**config.mk**
```make
export PLATFORM = sky130hd
export DESIGN_NAME = battery_voltage_monitor_core
export DESIGN_NICKNAME = d
export VERILOG_FILES = /design/src/sv/bvm_pkg.sv /design/src/sv/battery_voltage_monitor_core.sv
export SDC_FILE = /design/constraint.sdc
export NUM_CORES = 1
export LEC_CHECK = 0
export BUFFER_PORTS_ARGS = -buffer_cell sky130_fd_sc_hd__buf_4
export CORE_UTILIZATION = 67
export CTS_BUF_LIST = sky130_fd_sc_hd__clkbuf_4 sky130_fd_sc_hd__clkbuf_8 sky130_fd_sc_hd__clkbuf_16
export DETAILED_ROUTE_END_ITERATION = 12
export PLACE_DENSITY = 0.93
export SLEW_MARGIN = 10
export SYNTH_ARGS = -nofsm -noshare
export SYNTH_HDL_FRONTEND = slang
export SYNTH_SLANG_ARGS = --single-unit
```
**constraint.sdc**
```tcl
create_clock -name clk -period 8.3 [get_ports clk]
set_input_delay 0.83 -clock clk [delete_from_list [all_inputs] [get_ports clk]]
set_output_delay 0.83 -clock clk [all_outputs]
set_load 0.01 [all_outputs]
```
**src/sv/bvm_pkg.sv**
```systemverilog
// Shared types and constants for the battery voltage monitor.
// No dependencies; imported by the core and by its port checker.
package bvm_pkg;

    // Field widths
    localparam int ADC_W   = 12;
    localparam int MV_W    = 16;
    localparam int CFG_W   = 16;
    localparam int CFG_IDX_W = 2;

    // Default build parameters
    localparam int WINDOW_DEF         = 8;
    localparam int ADC_FULL_SCALE_DEF = 4096;

    // Register map
    typedef enum logic [CFG_IDX_W-1:0] {
        CFG_FULL_SCALE = 2'd0,
        CFG_MIN_THRESH = 2'd1,
        CFG_MAX_THRESH = 2'd2
    } cfg_index_t;

    // Register reset values
    localparam logic [CFG_W-1:0] FULL_SCALE_RST = 16'd30000;
    localparam logic [CFG_W-1:0] MIN_THRESH_RST = 16'd0;
    localparam logic [CFG_W-1:0] MAX_THRESH_RST = 16'hFFFF;

    localparam logic [MV_W-1:0] MV_MAX = '1;

endpackage

```
**src/sv/battery_voltage_monitor_core.sv**
```systemverilog
// Steps from input accept to result valid: 2 multiply stages, ring read, commit,
// average multiply. Throughput: one item per cycle; the whole pipeline
// stalls only while the output register holds a result that is not taken.
// The sample ring is a synchronous memory, read into a register ahead of the commit stage.
// Reset (rst_n low, async) clears pipeline valids, pointer, fill count, sum, alarms
// and loads the register defaults; ring contents are not cleared (read data used only once full).
// Battery voltage monitor core: scaling, moving-average ring and threshold alarms.
// Depends on bvm_pkg.
module battery_voltage_monitor_core
    import bvm_pkg::*;
#(
    parameter int WINDOW         = WINDOW_DEF,
    parameter int ADC_FULL_SCALE = ADC_FULL_SCALE_DEF
) (
    input  logic                 clk,
    input  logic                 rst_n,
    // configuration
    input  logic                 cfg_we,
    input  logic [CFG_IDX_W-1:0] cfg_index,
    input  logic [CFG_W-1:0]     cfg_wdata,
    // input channel
    input  logic                 in_valid,
    output logic                 in_ready,
    input  logic [ADC_W-1:0]     adc_sample,
    input  logic                 sample_ok,
    // output channel
    output logic                 out_valid,
    input  logic                 out_ready,
    output logic [MV_W-1:0]      inst_mv,
    output logic [MV_W-1:0]      avg_mv,
    output logic                 voltage_valid,
    output logic                 over_alarm,
    output logic                 under_alarm,
    output logic                 over_event,
    output logic                 under_event
);

    // Derived sizes
    localparam int PTR_W   = $clog2(WINDOW);
    localparam int CNT_W   = $clog2(WINDOW + 1);
    localparam int SUM_W   = MV_W + $clog2(WINDOW);
    localparam int PROD_W  = ADC_W + MV_W;

    // Scale divide: floor(p / ADC_FULL_SCALE) = (p * SC_RECIP) >> SC_SHIFT, exact for p < 2^PROD_W
    localparam int SC_SHIFT   = PROD_W + $clog2(ADC_FULL_SCALE);
    localparam int SC_RECIP_W = PROD_W + 1;
    localparam int SC_QM_W    = PROD_W + SC_RECIP_W;
    localparam longint unsigned SC_RECIP_L =
        ((64'd1 << SC_SHIFT) + ADC_FULL_SCALE - 1) / ADC_FULL_SCALE;
    localparam logic [SC_RECIP_W-1:0] SC_RECIP = SC_RECIP_W'(SC_RECIP_L);

    // Mean divide: floor(s / WINDOW) = (s * AV_RECIP) >> AV_SHIFT, exact for s < 2^SUM_W
    localparam int AV_SHIFT   = SUM_W + $clog2(WINDOW);
    localparam int AV_RECIP_W = SUM_W + 1;
    localparam int AV_QM_W    = SUM_W + AV_RECIP_W;
    localparam longint unsigned AV_RECIP_L =
        ((64'd1 << AV_SHIFT) + WINDOW - 1) / WINDOW;
    localparam logic [AV_RECIP_W-1:0] AV_RECIP = AV_RECIP_W'(AV_RECIP_L);

    localparam logic [CNT_W-1:0] FILL_FULL = CNT_W'(WINDOW);
    localparam logic [PTR_W-1:0] PTR_LAST  = PTR_W'(WINDOW - 1);

    // Configuration registers
    logic [CFG_W-1:0] full_scale_reg;
    logic [CFG_W-1:0] min_thresh_reg;
    logic [CFG_W-1:0] max_thresh_reg;

    // Pipeline control
    logic en;
    logic v1_reg, v2_reg, v3_reg, v4_reg, out_valid_reg;
    logic ok1_reg, ok2_reg, ok3_reg;

    // Stage payloads
    logic [PROD_W-1:0]  prod1_reg;
    logic [SC_QM_W-1:0] qm2_reg;
    logic [MV_W-1:0]    inst3_reg;
    logic [MV_W-1:0]    rd_data_reg;

    logic [MV_W-1:0]  inst4_reg;
    logic [SUM_W-1:0] sum4_reg;
    logic             full4_reg;
    logic             valid4_reg;
    logic             over4_reg, under4_reg, over_ev4_reg, under_ev4_reg;

    logic [MV_W-1:0]  inst_out_reg;
    logic [MV_W-1:0]  avg_out_reg;
    logic             valid_out_reg;
    logic             over_out_reg, under_out_reg, over_ev_out_reg, under_ev_out_reg;

    // Ring state
    logic [MV_W-1:0]  ring_mem [WINDOW];
    logic [PTR_W-1:0] wp_reg, wp_next, wp_inc, rd_addr;
    logic [CNT_W-1:0] fill_reg, fill_next;
    logic [SUM_W-1:0] sum_reg, sum_next;
    logic             over_reg, over_next, under_reg, under_next;
    logic             commit_ok, full_now;

    // Scale result from stage 2
    logic [SC_QM_W-1:0] q_full;
    logic [PROD_W-1:0]  q_mv;
    logic [MV_W-1:0]    inst_sat;

    // Mean result from stage 4
    logic [AV_QM_W-1:0] avg_qm;
    logic [AV_QM_W-1:0] avg_full;

    // Whole pipeline moves when the output register is free or being taken
    assign en       = !out_valid_reg || out_ready;
    assign in_ready = en;

    // Configuration writes; unknown indexes are dropped
    always_ff @(posedge clk or negedge rst_n)
    begin
        if (!rst_n)
        begin
            full_scale_reg <= FULL_SCALE_RST;
            min_thresh_reg <= MIN_THRESH_RST;
            max_thresh_reg <= MAX_THRESH_RST;
        end
        else if (cfg_we)
        begin
            case (cfg_index)
                CFG_FULL_SCALE: full_scale_reg <= cfg_wdata;
                CFG_MIN_THRESH: min_thresh_reg <= cfg_wdata;
                CFG_MAX_THRESH: max_thresh_reg <= cfg_wdata;
                default: ;
            endcase
        end
    end

    // Valid chain
    always_ff @(posedge clk or negedge rst_n)
    begin
        if (!rst_n)
        begin
            v1_reg        <= 1'b0;
            v2_reg        <= 1'b0;
            v3_reg        <= 1'b0;
            v4_reg        <= 1'b0;
            out_valid_reg <= 1'b0;
        end
        else if (en)
        begin
            v1_reg        <= in_valid;
            v2_reg        <= v1_reg;
            v3_reg        <= v2_reg;
            v4_reg        <= v3_reg;
            out_valid_reg <= v4_reg;
        end
    end

    // Scale: sample x full-scale, then reciprocal multiply, then shift and saturate
    assign q_full   = qm2_reg >> SC_SHIFT;
    assign q_mv     = q_full[PROD_W-1:0];
    assign inst_sat = (q_mv[PROD_W-1:MV_W] != '0) ? MV_MAX : q_mv[MV_W-1:0];

    always_ff @(posedge clk)
    begin
        if (en)
        begin
            prod1_reg <= PROD_W'(adc_sample) * PROD_W'(full_scale_reg);
            ok1_reg   <= sample_ok;
            qm2_reg   <= SC_QM_W'(prod1_reg) * SC_QM_W'(SC_RECIP);
            ok2_reg   <= ok1_reg;
            inst3_reg <= inst_sat;
            ok3_reg   <= ok2_reg;
        end
    end

    // Read address for the item entering stage 3 accounts for the commit in flight
    assign wp_inc  = (wp_reg == PTR_LAST) ? '0 : wp_reg + 1'b1;
    assign rd_addr = (v3_reg && ok3_reg) ? wp_inc : wp_reg;

    // Ring memory: one write port at the pointer, one registered read port
    always_ff @(posedge clk)
    begin
        if (en && commit_ok)
        begin
            ring_mem[wp_reg] <= inst3_reg;
        end
        if (en)
        begin
            rd_data_reg <= ring_mem[rd_addr];
        end
    end

    // Commit: sum update, pointer, fill and alarms
    assign commit_ok = v3_reg && ok3_reg;
    assign full_now  = (fill_reg == FILL_FULL);

    always_comb
    begin
        sum_next   = sum_reg;
        fill_next  = fill_reg;
        wp_next    = wp_reg;
        over_next  = over_reg;
        under_next = under_reg;
        if (commit_ok)
        begin
            sum_next   = sum_reg - (full_now ? SUM_W'(rd_data_reg) : '0)
                         + SUM_W'(inst3_reg);
            fill_next  = full_now ? fill_reg : fill_reg + 1'b1;
            wp_next    = wp_inc;
            over_next  = inst3_reg > max_thresh_reg;
            under_next = inst3_reg < min_thresh_reg;
        end
    end

    always_ff @(posedge clk or negedge rst_n)
    begin
        if (!rst_n)
        begin
            wp_reg    <= '0;
            fill_reg  <= '0;
            sum_reg   <= '0;
            over_reg  <= 1'b0;
            under_reg <= 1'b0;
        end
        else if (en && v3_reg)
        begin
            wp_reg    <= wp_next;
            fill_reg  <= fill_next;
            sum_reg   <= sum_next;
            over_reg  <= over_next;
            under_reg <= under_next;
        end
    end

    // Stage 4: result fields except the mean
    always_ff @(posedge clk)
    begin
        if (en)
        begin
            inst4_reg     <= ok3_reg ? inst3_reg : '0;
            sum4_reg      <= sum_next;
            full4_reg     <= (fill_next == FILL_FULL);
            valid4_reg    <= ok3_reg && (fill_next == FILL_FULL) && !over_next && !under_next;
            over4_reg     <= over_next;
            under4_reg    <= under_next;
            over_ev4_reg  <= commit_ok && over_next && !over_reg;
            under_ev4_reg <= commit_ok && under_next && !under_reg;
        end
    end

    // Mean by reciprocal multiply
    assign avg_qm   = AV_QM_W'(sum4_reg) * AV_QM_W'(AV_RECIP);
    assign avg_full = avg_qm >> AV_SHIFT;

    // Output register
    always_ff @(posedge clk)
    begin
        if (en)
        begin
            inst_out_reg     <= inst4_reg;
            avg_out_reg      <= full4_reg ? avg_full[MV_W-1:0] : '0;
            valid_out_reg    <= valid4_reg;
            over_out_reg     <= over4_reg;
            under_out_reg    <= under4_reg;
            over_ev_out_reg  <= over_ev4_reg;
            under_ev_out_reg <= under_ev4_reg;
        end
    end

    assign out_valid     = out_valid_reg;
    assign inst_mv       = inst_out_reg;
    assign avg_mv        = avg_out_reg;
    assign voltage_valid = valid_out_reg;
    assign over_alarm    = over_out_reg;
    assign under_alarm   = under_out_reg;
    assign over_event    = over_ev_out_reg;
    assign under_event   = under_ev_out_reg;

endmodule

```
==> metrics.csv, run 1 <==
stage,metric,value,unit
outcome,status,finished clean,
placement,portBuffers,74,
worst_setup_path,ff2ff_setup_slack,2.68,ns
detailed_routing,antenna_left,0,
worst_setup_path,worstReg2RegEnd,prod1_reg[23],
placement,gp_congestion,0.9582,
worst_setup_path,crit_fanout,13,
clock_tree,clock-root-buffer,clkbuf_16,
worst_setup_path,crit_path_top_delay_cell,dfrtp_1,
synth,synth_cell_types,67,
layout,fill_cells,1736,
die,dieHeight,177.9,um
hold_path,hold_class,reg2reg,
sta,period_share,67.65,%
worst_setup_path,critical-path-top-delay-family,adder cells,
synth,avgSynthCellArea,12.91,um2
worst_setup_path,criticalPathCategory,reg2reg,
worst_setup_path,cp-end-kind,register,
global_route,grt_pass1_wl,74620,um
clock_tree,cts_buffer_depth,3,
global_route,grt_usage,31.71,%
synth,synthesis.area,20730,um2
global_route,antenna_found_initial,4,
worst_setup_path,crit_arrival,5.93,ns
die,initial_utilization,67.95,%
die,core-area,30510,um2
clock_tree,htreeDepth,1,
layout,regArea,10160,um2
clock_tree,cts_resized,0,
sta,drv_slew,0,
worst_setup_path,r2r_cells,17,
layout,largest_register_ffs,128,
synth,ys_seq_elements,351,
synth,async_flop_share,23.08,%
clock_tree,cts_tree,yes,
clock_tree,clk_latency,0.57,ns
hold_path,min_delay_worst_endpoint,qm2_reg[40],
synth,synth_edf_count,270,
synth,ys_warn_count,0,
sta,worst_slew_pin_slew,1.070,ns
detailed_routing,wl,47750,um
synth,postSynthCellCount,1606,
die,ios,75,
placement,hpwl,31830,um
worst_setup_path,required,8.61,ns
global_route,grt-ovfl-total,0,
detailed_routing,wl_per_cell,22.77,um
sta,rsz0062_at_grt,no,
layout,drive_above_1_share,17.84,%
sta,setup_viol,0,
job,maxCapViolCount,0,
sta,slew_headroom,28.62,%
layout,area_delta_synth_final,9.826,%
global_route,grt_max_degree,82,
hold_path,hp-start,prod1_reg[12],
worst_setup_path,r2r_start,full_scale_reg[9],
detailed_routing,drcViolationCount,0,
die,die_x,177.9,um
worst_setup_path,crit_buf_inv,3,
worst_setup_path,startpoint_type,register,
sta,fmax,0.1781,GHz
detailed_routing,dr.pass1.iters,5,
detailed_routing,drt_iter0_markers,1227,
sta,finalHoldViolations,0,
synth,yosysSeqAreaShare,49.03,%
layout,num-nets-final,1981,
worst_setup_path,slowest_delay,0.74,ns
global_route,grt_pass1_vias,13662,
sta,fin_skew,0.02038,ns
synth,synth-main-ff-cell,edfxtp_1,
worst_setup_path,path_cells,"nand2_1, fa_1, fa_1, inv_1, fa_1, fa_1, inv_1, fa_1, inv_1, ha_1, a21o_1, a21o_1, a21oi_1, o22ai_2, or2_1, a311oi_1, xnor2_1",
die,rows,64,
detailed_routing,viasPerCell,6.201,
clock_tree,post-cts-setup-buffer-count,0,
clock_tree,clock-sinks,351,
synth,syn-num-nets,1913,
worst_setup_path,cpMostUsedCell,fa_1,
clock_tree,hold_buffers,0,
hold_path,whs_path_depth,0,
clock_tree,numCtsBuffers,31,
sta,finalSetupTns,0,ns
layout,multi_input_area,9459,um2
layout,top_register,ring_mem,
clock_tree,path_clk_slew,0.07,ns
detailed_routing,num_vias,13004,
die,dieArea,31650,um2
sta,fin_crit,5.615,ns
## synthesized netlist by cell type (8+ instances only)
cell / count / area [um2]
dfstp_2: 23 / 604.3
fa_1: 155 / 3103
mux2_2: 83 / 934.7
clkbuf_1: 47 / 176.4
nor2_1: 24 / 90.09
a21oi_1: 36 / 180.2
a21o_1: 28 / 210.2
and2_1: 122 / 763.2
dfrtp_1: 58 / 1451
xor2_1: 14 / 122.6
nand2b_1: 8 / 50.05
mux4_2: 32 / 720.7
o21ai_0: 41 / 205.2
inv_1: 260 / 975.9
and3_1: 8 / 50.05
ha_1: 116 / 1451
nand3_1: 9 / 45.04
nand2_1: 160 / 600.6
edfxtp_1: 270 / 8108
nor3_1: 10 / 50.05
xnor2_1: 25 / 219.0
## routing by layer
metal | vias to the layer above | global-route usage (%) | share of wire (%)
li1 | 5543 | - | -
met1 | 6539 | 38.88 | 35
met2 | 730 | 54.09 | 51
met3 | 190 | 4.863 | 7.6
met4 | 2 | 17.34 | 5.8
met5 | - | 0 | 0.031
## cell families after synthesis
| family | after synthesis | share of synthesized area, % |
|---|---|---|
| and+or+nand+nor | 364 | 8.758 |
| DFF | 351 | 49.03 |
| buffers and inverters | 313 | 5.697 |
| adders and majority gates | 271 | 21.97 |
| AOI/OAI and AO/OA | 150 | 4.774 |
| muxes | 118 | 8.130 |
| xor gates and xnor gates | 39 | 1.648 |
## cells in the final DEF, fill, tap and decap left out, types with 7 or more instances in the layout
cell and n:
a21o_1 28, a21oi_1 36, and2_1 122, and3_1 8
buf_4 88, clkbuf_16 32, clkbuf_4 7, dfrtp_1 58
dfstp_2 23, edfxtp_1 270, fa_1 155, ha_1 116
inv_1 260, mux2_2 83, mux4_2 32, nand2_1 160
nand2b_1 7, nand3_1 9, nor2_1 21, o21ai_0 41
xnor2_1 25, xor2_1 14
## area by class of cell
class / instances / share of cell area [%]
multi-input cells: 942 / 41.55
clock buffers: 42 / 3.929
flip-flops and latches: 351 / 44.64
clock inverters: 15 / 0.4891
repair buffers: 88 / 2.902
diodes: 3 / 0.03297
inverters: 260 / 4.286
well taps: 396 / 2.176
## how the worst max path moves through the flow
| stage | startpoint | end | slack (ns) | depth (start not counted) |
|---|---|---|---|---|
| global placement | adc_sample[6] | prod1_reg[27] | 2.62 | 19 |
| detailed placement | adc_sample[6] | prod1_reg[23] | 2.51 | 19 |
| CTS | full_scale_reg[9] | prod1_reg[23] | 2.75 | 17 |
| global route | full_scale_reg[9] | prod1_reg[22] | 2.47 | 17 |
| floorplan | adc_sample[3] | prod1_reg[23] | 2.75 | 18 |
| finish | full_scale_reg[9] | prod1_reg[23] | 2.68 | 17 |
## per-stage QoR
stage,std cells,cell area [um2],worst slack [ns],hold WS [ns],util [%]
2_1_floorplan,1606,20730,2.751,0.4003,-
4_1_cts,2094,22750,2.746,0.4107,74.58
6_report,2097,22770,2.685,0.4135,74.63
3_3_place_gp,2037,21750,2.617,0.4007,71.28
5_1_grt,2095,22760,2.470,0.4176,74.61
3_5_place_dp,2037,21750,2.513,0.4045,71.28
## worst register-to-register path: stages (launching register included)
cell and delay, ns:
dfrtp_1 0.74, nand2_1 0.17, fa_1 0.52, fa_1 0.55, inv_1 0.06, fa_1 0.48, fa_1 0.52, inv_1 0.05
fa_1 0.48, inv_1 0.05, ha_1 0.33, a21o_1 0.19, a21o_1 0.18, a21oi_1 0.19, o22ai_2 0.14, or2_1 0.26
a311oi_1 0.35, xnor2_1 0.10
Power of run 1 is not shown: default switching activity piles up to over one toggle a cycle in this logic, so the estimate is an artifact.
==> run 2: changes to the inputs <==
--- a/config.mk
+++ b/config.mk
@@ -6,10 +6,10 @@
 export NUM_CORES = 1
 export LEC_CHECK = 0
 export BUFFER_PORTS_ARGS = -buffer_cell sky130_fd_sc_hd__buf_4
-export CORE_UTILIZATION = 67
+export CORE_UTILIZATION = 57
 export CTS_BUF_LIST = sky130_fd_sc_hd__clkbuf_4 sky130_fd_sc_hd__clkbuf_8 sky130_fd_sc_hd__clkbuf_16
 export DETAILED_ROUTE_END_ITERATION = 12
-export PLACE_DENSITY = 0.93
+export PLACE_DENSITY = 0.85
 export SLEW_MARGIN = 10
 export SYNTH_ARGS = -nofsm -noshare
 export SYNTH_HDL_FRONTEND = slang
==> constraint.sdc (replaced) <==
create_clock -name clk -period 4.84 [get_ports clk]
set_input_delay 0.484 -clock clk [delete_from_list [all_inputs] [get_ports clk]]
set_output_delay 0.484 -clock clk [all_outputs]
set_load 0.01 [all_outputs]
==> run 2 against run 1 <==
  * The run now ends with DRC, hold timing, setup timing left
  * Non-clock buffer count grew 83
  * Global-route usage fell by 6.6 points
  * Final area increased by 5.3%
  * Fmax increased by 6.8%
  * Critical endpoint is now prod1_reg[19]
==> metrics.csv, run 2 (synthesis results as in run 1) <==
stage,metric,value,unit,change
outcome,status,"complete, but fails checks",,was finished clean
outcome,violations,"DRC, hold timing, setup timing",,
detailed_routing,wl,44400,um,was 47750 um
layout,fin_util,67.23,%,was 74.63%
layout,postLayoutCellArea,23970,um2,was 22770 um2
worst_setup_path,crit_fanout,8,,was 13
global_route,antenna_found_initial,1,,was 4
sta,period_share,108.6,%,was 67.65%
detailed_routing,dr.pass1.iters,9,,was 5
sta,fmax,0.1902,GHz,was 0.1781 GHz
detailed_routing,num_vias,12693,,was 13004
sta,rsz0062_at_grt,yes,,was no
worst_setup_path,cp-end-kind,register,,unchanged
sta,setup_viol,14,,was 0
sta,hold_slack,-0.003006,ns,was 0.4135 ns
die,core-area,35660,um2,was 30510 um2
worst_setup_path,startpoint_type,register,,unchanged
detailed_routing,drt_iter0_markers,943,,was 1227
sta,finalHoldViolations,2,,was 0
sta,worst_slew_pin_slew,1.037,ns,was 1.070 ns
layout,top_register,ring_mem,,unchanged
worst_setup_path,required,5.12,ns,was 8.61 ns
sta,fin_skew,0.02103,ns,was 0.02038 ns
die,rows,69,,was 64
clock_tree,hold_buffers,0,,unchanged
layout,drive_above_1_share,24.19,%,was 17.84%
clock_tree,clk_latency,0.54,ns,was 0.57 ns
die,initial_utilization,58.14,%,was 67.95%
detailed_routing,viasPerCell,5.649,,was 6.201
placement,pre_cts_slack,-0.5221,ns,was 2.513 ns
clock_tree,path_clk_slew,0.06,ns,was 0.07 ns
global_route,grt_pass1_wl,70930,um,was 74620 um
hold_path,hold_class,in2async,,was reg2reg
die,dieArea,37140,um2,was 31650 um2
clock_tree,htreeDepth,2,,was 1
die,dieHeight,192.7,um,was 177.9 um
layout,largest_register_ffs,128,,unchanged
layout,area_delta_synth_final,15.63,%,was 9.826%
sta,slew_headroom,30.67,%,was 28.62%
placement,dpl-instance-area,22520,um2,was 21750 um2
global_route,grt_pass1_vias,13362,,was 13662
placement,hpwl,31490,um,was 31830 um
die,die_x,192.7,um,was 177.9 um
layout,layout_common_cells,"edfxtp_1, inv_1, buf_4",,"was edfxtp_1, inv_1, nand2_1"
global_route,grt_usage,25.08,%,was 31.71%
worst_setup_path,criticalPathCategory,reg2reg,,unchanged
placement,gp_congestion,0.8911,,was 0.9582
worst_setup_path,crit_arrival,5.54,ns,was 5.93 ns
clock_tree,numCtsBuffers,35,,was 31
die,ios,75,,unchanged
sta,finalSetupTns,-4.086,ns,was 0 ns
layout,num-nets-final,2068,,was 1981
layout,antenna_cells,0,,was 3
clock_tree,clock-root-buffer,clkbuf_16,,unchanged
placement,portBuffers,74,,unchanged
sta,drv_slew,0,,unchanged
global_route,grt_max_degree,141,,was 82
sta,worst_slack,-0.4170,ns,was 2.685 ns
detailed_routing,drcViolationCount,16,,was 0
detailed_routing,wl_per_cell,19.76,um,was 22.77 um
sta,fin_crit,5.257,ns,was 5.615 ns
detailed_routing,antenna_left,0,,unchanged
layout,final_common_cell,edfxtp_1,,unchanged
global_route,grt-ovfl-total,0,,unchanged
clock_tree,clock-sinks,351,,unchanged
job,maxCapViolCount,0,,unchanged
clock_tree,cts_buffer_depth,3,,unchanged
clock_tree,cts_tree,yes,,unchanged
run 2: worst paths after layout:
path                                   start            endpoint  slack (ns)  cells after the start
min                                    rst_n           out_valid      -0.003                      1
max                        full_scale_reg[5]       prod1_reg[19]       -0.42                     18
max in group asynchronous              rst_n  max_thresh_reg[13]        3.88                      2
min in group clk                   sample_ok             ok1_reg        0.13                      1
max reg2reg                full_scale_reg[5]       prod1_reg[19]       -0.42                     18
min reg2reg                    inst4_reg[10]         inst_mv[10]        0.41                      0
run 2: metrics by stage:
step                hold slack, ns  instances
CTS                        0.01092       2241
global route               0.03459       2247
floorplan                   0.1884       1606
detailed placement          0.4045       2176
global placement            0.4014       2176
finish                   -0.003006       2247
run 2: final cells by class:
type | count | area, um2
fillers | 2414 | 11690
flip-flops and latches | 351 | 10170
multi-input cells | 942 | 9756
repair buffers | 171 | 1359
inverters | 260 | 975.9
clock buffers | 44 | 943.4
well taps | 461 | 576.8
clock inverters | 18 | 191.4
run 2: worst max-delay path, cell delays in order (launching register included):
cell and delay (ns):
dfstp_2 0.68, nand2_2 0.10, fa_1 0.48, inv_1 0.05, fa_1 0.53, fa_1 0.45
fa_1 0.54, inv_2 0.05, fa_1 0.53, inv_2 0.05, ha_4 0.22, a21o_1 0.22
a31oi_4 0.19, o31a_4 0.20, o22ai_4 0.09, or2_4 0.24, buf_4 0.14, buf_6 0.11
xor2_1 0.15
run 2: metal layers:
layer / vias up / wire length [um] / global-route usage [%]
met4: 0 / 1508 / 9.994
met3: 97 / 2410 / 2.710
met5: - / 0 / 0
met1: 6445 / 17710 / 32.48
li1: 5703 / - / -
met2: 448 / 22770 / 43.29
run 2: repair_timing:
item,CTS,global route
pin swaps,10,16
buffers inserted,5,8
endpoints found under the setup margin,14,15
gates cloned,0,0
hold endpoints to repair,0,0
resized for setup,22,31
Power of run 2 is left out for the same reason.
